<file path="src/hw/rtl/tsp_pkg.sv">
// shared widths, codes and types for the trapezoidal speed profile block
// no dependencies; imported by tsp_ctrl, tsp_div and trapezoidal_speed_profile
package tsp_pkg;

    // item field widths
    localparam int SPEED_W   = 20;   // measured speed and speed command, signed
    localparam int DIST_W    = 24;   // goal distance and reach offset, signed
    localparam int STOP_W    = 23;   // stop distance, unsigned
    localparam int CFG_SPD_W = 19;   // arrival speed and speed limit
    localparam int CFG_ACC_W = 18;   // accel and decel limits
    localparam int CFG_W     = 19;   // config write data
    localparam int DV2_W     = 2 * CFG_SPD_W;   // square of a positive speed excess
    localparam int DEN_W     = CFG_ACC_W + 1;   // 2 * decel

    localparam logic [STOP_W-1:0] STOP_MAX = {STOP_W{1'b1}};

    localparam int TSP_TICKS_DEFAULT = 10;

    // register reset values
    localparam logic [CFG_SPD_W-1:0] ARRIVAL_RST = CFG_SPD_W'(0);
    localparam logic [CFG_SPD_W-1:0] LIMIT_RST   = CFG_SPD_W'(32768);
    localparam logic [CFG_ACC_W-1:0] ACCEL_RST   = CFG_ACC_W'(22938);
    localparam logic [CFG_ACC_W-1:0] DECEL_RST   = CFG_ACC_W'(22938);

    typedef enum logic [1:0] {
        CFG_ARRIVAL = 2'd0,
        CFG_LIMIT   = 2'd1,
        CFG_ACCEL   = 2'd2,
        CFG_DECEL   = 2'd3
    } t_cfg_idx;

    typedef enum logic [1:0] {
        PH_DECEL  = 2'd0,
        PH_BRAKE  = 2'd1,
        PH_ACCEL  = 2'd2,
        PH_CRUISE = 2'd3
    } t_phase;

    // decision pipeline to stop distance divider
    typedef struct packed {
        logic [DV2_W-1:0]          dv2;   // squared speed excess, zero if none
        logic                      clr;   // no speed excess: stop distance is zero
        logic signed [SPEED_W-1:0] cmd;
        t_phase                    phase;
    } t_ctrl_res;

    // divider to output register
    typedef struct packed {
        logic signed [SPEED_W-1:0] cmd;
        t_phase                    phase;
        logic [STOP_W-1:0]         stop;
    } t_prof_res;

endpackage

</file>
<file path="src/hw/rtl/tsp_div.sv">
// stop distance divider: squared excess over twice the decel, one quotient bit a stage
// depends on tsp_pkg; command and phase ride along with each item
module tsp_div (
    input  logic                           i_clk,
    input  logic                           i_rst_n,
    input  logic                           i_vld,
    input  tsp_pkg::t_ctrl_res             i_res,
    input  logic [tsp_pkg::CFG_ACC_W-1:0]  i_decel,
    output logic                           o_vld,
    output tsp_pkg::t_prof_res             o_res
);
    import tsp_pkg::*;

    localparam int Q_W  = STOP_W;
    localparam int HI_W = DV2_W - STOP_W;

    typedef struct packed {
        logic signed [SPEED_W-1:0] cmd;
        t_phase                    phase;
        logic                      sat;
        logic                      clr;
    } t_div_side;

    logic [DEN_W-1:0] den;
    logic [HI_W-1:0]  hi;

    logic             r_vld  [0:Q_W];
    logic [DEN_W-1:0] r_rem  [0:Q_W];
    logic [Q_W-1:0]   r_work [0:Q_W];
    t_div_side        r_side [0:Q_W];

    assign den = {i_decel, 1'b0};
    assign hi  = i_res.dv2[DV2_W-1:STOP_W];

    // entry: quotient at or above 2^23 saturates, zero decel too
    always_ff @(posedge i_clk) begin
        if (!i_rst_n) begin
            r_vld[0] <= 1'b0;
        end else begin
            r_vld[0] <= i_vld;
        end
        r_rem[0]        <= {{(DEN_W - HI_W){1'b0}}, hi};
        r_work[0]       <= i_res.dv2[STOP_W-1:0];
        r_side[0].cmd   <= i_res.cmd;
        r_side[0].phase <= i_res.phase;
        r_side[0].sat   <= !i_res.clr && ({{(DEN_W - HI_W){1'b0}}, hi} >= den);
        r_side[0].clr   <= i_res.clr;
    end

    for (genvar k = 1; k <= Q_W; k++) begin : g_step
        logic [DEN_W:0] trial;
        logic [DEN_W:0] diff;
        logic           ge;

        always_comb begin
            trial = {r_rem[k-1], r_work[k-1][Q_W-1]};
            diff  = trial - {1'b0, den};
            ge    = trial >= {1'b0, den};
        end

        always_ff @(posedge i_clk) begin
            if (!i_rst_n) begin
                r_vld[k] <= 1'b0;
            end else begin
                r_vld[k] <= r_vld[k-1];
            end
            r_rem[k]  <= ge ? diff[DEN_W-1:0] : trial[DEN_W-1:0];
            r_work[k] <= {r_work[k-1][Q_W-2:0], ge};
            r_side[k] <= r_side[k-1];
        end
    end

    always_comb begin
        o_res.cmd   = r_side[Q_W].cmd;
        o_res.phase = r_side[Q_W].phase;
        if (r_side[Q_W].sat) begin
            o_res.stop = STOP_MAX;
        end else if (r_side[Q_W].clr) begin
            o_res.stop = '0;
        end else begin
            o_res.stop = r_work[Q_W];
        end
    end

    assign o_vld = r_vld[Q_W];

endmodule

</file>
<file path="config.mk">
export PLATFORM = sky130hd
export DESIGN_NAME = tsp_div
export DESIGN_NICKNAME = d
export VERILOG_FILES = /design/src/hw/rtl/tsp_pkg.sv /design/src/hw/rtl/tsp_div.sv
export SDC_FILE = /design/constraint.sdc
export NUM_CORES = 2
export LEC_CHECK = 0
export CAP_MARGIN = 20
export CELL_PAD_IN_SITES_DETAIL_PLACEMENT = 2
export CELL_PAD_IN_SITES_GLOBAL_PLACEMENT = 2
export CORE_ASPECT_RATIO = 2
export CORE_MARGIN = 3
export CORE_UTILIZATION = 47
export DETAILED_ROUTE_END_ITERATION = 8
export DONT_BUFFER_PORTS = 1
export PLACE_DENSITY = 0.81
export SLEW_MARGIN = 30
export SYNTH_ARGS = -nofsm -noshare
export SYNTH_HDL_FRONTEND = slang
export SYNTH_SLANG_ARGS = --single-unit
</file>
<file path="constraint.sdc">
create_clock -name i_clk -period 11.7 [get_ports i_clk]
set_input_delay 0 -clock i_clk [delete_from_list [all_inputs] [get_ports i_clk]]
set_output_delay 0 -clock i_clk [all_outputs]
set_load 0.03 [all_outputs]
</file>
==> flow_metrics.py <==
metrics = {
    "yosys": {
        "ys.flop_type": "dfxtp_1",
        "syn-instance-count": 4833,
        "synth_seq_cells": 1585,
        "ys.warnings.count": 0,
        "netlist_area_um2": 56100,
        "synthDistinctLibCells": 102,
        "synth-edff-count": 0,
        "seq_area_frac_synth": 0.566,
        "synth.avg_cell_area_um2": 11.6,
        "synthArstFlopShare": 0,
        "synthesis.nets": 5362,
    },
    "clock_tree": {
        "worstSkewPairLatency_ns": 0.82,
        "cts_made_buffers": 136,
        "cts_setup_buffers": 0,
        "htreeDepth": 4,
        "clock_path_buffers": 3,
        "clk_pin_slew_worst_paths_ns": 0.07,
        "cts-root-buf": "clkbuf_16",
        "cts_num_sinks": 1585,
        "tritoncts": "done",
    },
    "layout": {
        "final_cell_mix": "dfxtp_1, ha_1, a21oi_1",
        "areaGrowthSynthToFinish_pct": 13.7,
        "final_common_cell": "dfxtp_1",
        "final_cells": 6686,
        "drive_above_1_share": 0.109,
        "fin_nets": 5576,
    },
    "detailed_routing": {
        "dr.pass1.iters": 5,
        "vias": 39391,
        "drtIter0Drc": 1686,
        "viasPerCell": 5.89,
        "wl_per_cell_um": 31.0,
        "antenna_left": 0,
        "drt-total-wl_um": 208000,
        "drc": 0,
    },
    "timing": {
        "hold_viol": 0,
        "fin_crit_ns": 4.02,
        "worst_slack_ns": 7.68,
        "final.setup.tns_ns": 0,
        "timing.fmax_ghz": 0.248,
        "fin_hold_ws_ns": 0.0985,
        "min_period_over_period": 0.344,
        "slew_headroom": 0.293,
        "tightest_slew_ns": 1.03,
        "setup_viol": 0,
        "rsz0062_at_grt": "false",
        "clock-skew-final_ns": 0.0516,
        "finalMaxSlewViolations": 0,
    },
    "die": {
        "dieHeight_um": 494,
        "row_count": 178,
        "initial_core_util": 0.475,
        "dieArea_um2": 124000,
        "io_pins": 128,
        "die_w_um": 250,
        "coreArea_um2": 118000,
    },
    "pwr": {
        "p_sw_frac": 0.394,
        "leakage_uw": 0.0273,
        "seq_power_share": 0.366,
        "intPower_uw": 12800,
        "pwr-share-comb": 0.405,
        "peakVddDrop_uv": 214,
        "pwr-share-clk": 0.229,
        "powerDensity_nw_per_um2": 332,
        "power_switching_uw": 8330,
        "p_total_uw": 21100,
    },
    "place": {
        "dp_cells": 6305,
        "hpwl_um": 123000,
        "gp_congestion": 0.847,
        "numPortBuffers": 0,
        "dp_slack_ns": 7.58,
    },
    "critical_path": {
        "cp_top_family": "compound AO/OA/AOI/OAI gates",
        "slowest_stage": "o41ai_1",
        "worst-setup-path-type": "flop to flop",
        "cp-end-kind": "flop",
        "crit_path_cell_trace": "inv_1 -> ha_1 -> inv_1 -> fa_1 -> a211oi_1 -> o21ai_0 -> a31oi_1 -> o221ai_1 -> o41ai_1 -> o21ai_0 -> xor2_1 -> mux2_2",
        "slowest_delay_ns": 0.57,
        "crit_fanout": 3,
        "cp.required_ns": 12.36,
        "crit_arrival_ns": 4.68,
        "start_kind": "flop",
        "critPathBufInv": 2,
    },
    "grt": {
        "grt_overflow": 0,
        "grt_usage": 0.333,
        "first_global_vias": 46580,
        "antenna_found_initial": 3,
        "grt_pass1_wl_um": 306000,
        "grt_max_degree": 36,
    },
    "run": {
        "drv_cap": 0,
    },
    "status": {
        "outcome": "complete, no violations",
    },
    "worst_hold_path": {
        "holdCritPathClass": "input port to flop",
    },
}
per-layer routing:
| layer | vias up | track usage | share of wire |
|---|---|---|---|
| li1 | 17493 | - | - |
| met1 | 19661 | 0.285 | 0.31 |
| met2 | 1303 | 0.650 | 0.55 |
| met3 | 932 | 0.0546 | 0.034 |
| met4 | 2 | 0.290 | 0.10 |
| met5 | - | 0 | 0.000082 |
flip-flops by register name, summed over array words and instances (netlist names):
name	flops
r_side	576
r_work	552
r_vld	24
r_rem	433
cell families (layout without fill, tap and decap cells):
| family | after synthesis | count (layout) | synth area share |
|---|---|---|---|
| DFF | 1585 | 1585 | 0.566 |
| AOI/OAI and AO/OA | 1060 | 1060 | 0.126 |
| and+or+nand+nor | 904 | 904 | 0.0807 |
| adders and majority gates | 447 | 447 | 0.103 |
| xor gates and xnor gates | 293 | 293 | 0.0458 |
| muxes | 289 | 289 | 0.0586 |
| buffers and inverters | 255 | 574 | 0.0205 |
| other | 0 | 4 | 0 |
per-stage QoR:
stage | utilization | instance area (um2)
after detailed placement | 0.489 | 57700
after CTS | 0.540 | 63700
after global placement | 0.489 | 57700
after global routing | 0.540 | 63700
final | 0.540 | 63700
after floorplan | - | 56100
tightest hold or removal path, stage by stage:
cell	delay, ns
ha_1	0.15
o21a_1	0.13
o21ai_0	0.12
a31oi_1	0.26
o31a_1	0.20
repair_timing:
item	4_1_cts	5_1_grt
hold endpoints to repair	147	0
endpoints found under the setup margin	0	0
hold buffers	134	0
gates resized for setup	0	0
power groups by stage:
stage | combinational, uW | sequential [uW] | clock (uW)
2_1_floorplan | 5900 | 7130 | 0
3_3_place_gp | 7220 | 7610 | 0
3_5_place_dp | 7770 | 7730 | 0
4_1_cts | 8260 | 7700 | 4870
5_1_grt | 9180 | 7780 | 5130
6_report | 8560 | 7740 | 4830
synthesized netlist by cell type (9+ instances only):
master     count  area share
mux2_2       229       0.046
o41ai_1       11      0.0017
xnor2_1      193       0.030
fa_1          22      0.0079
nor4_1         9      0.0010
nand3_1       62      0.0055
a21boi_0      17      0.0023
nor2_1       220       0.015
o2111ai_1      9      0.0014
o21bai_1      37      0.0050
nand4_1       51      0.0057
clkbuf_1      36      0.0024
a211o_1       11      0.0017
o21a_1        54      0.0072
a21o_1       169       0.023
or2_2         19      0.0021
or3_1         17      0.0019
o21ai_0      215       0.019
xor2_1       100       0.016
nand2b_1      37      0.0041
nor3b_1       10      0.0013
and3_1        40      0.0045
nand3b_1      10      0.0013
mux2_4        16      0.0043
buf_4         27      0.0036
dfxtp_1     1585        0.57
nor2b_1       42      0.0047
ha_1         425       0.095
nor3_1        87      0.0078
mux2_1        20      0.0040
nand2_1      221       0.015
a31oi_1       41      0.0046
o31ai_1       34      0.0046
o31a_1        15      0.0023
buf_2         19      0.0017
and2_1        36      0.0040
inv_1        163       0.011
o211ai_1      21      0.0028
a211oi_1      39      0.0052
mux2i_1       24      0.0043
a21oi_1      269       0.024
nand4b_1      15      0.0023
layout make-up:
| class | count | area, um2 |
|---|---|---|
| inverter | 165 | 621 |
| clock inverter | 53 | 727 |
| clock buffer | 190 | 3890 |
| multi-input combinational | 2993 | 23200 |
| antenna | 4 | 10.0 |
| timing repair buffer | 166 | 1610 |
| tap | 1530 | 1910 |
| fill | 11175 | 54300 |
| sequential | 1585 | 31700 |
path summary, 6_finish.rpt:
| kind | startpoint | to | slack, ns | depth (start not counted) |
|---|---|---|---|---|
| max reg2reg | r_rem[1][114] | r_rem[1][150] | 7.68 | 12 |
| min | i_res[50] | r_side[0][1] | 0.1 | 5 |
| min reg2reg | r_work[2][4] | r_work[2][28] | 0.31 | 0 |
| max | r_rem[1][114] | r_rem[1][150] | 7.68 | 12 |
(Power assumes the default switching activity.)
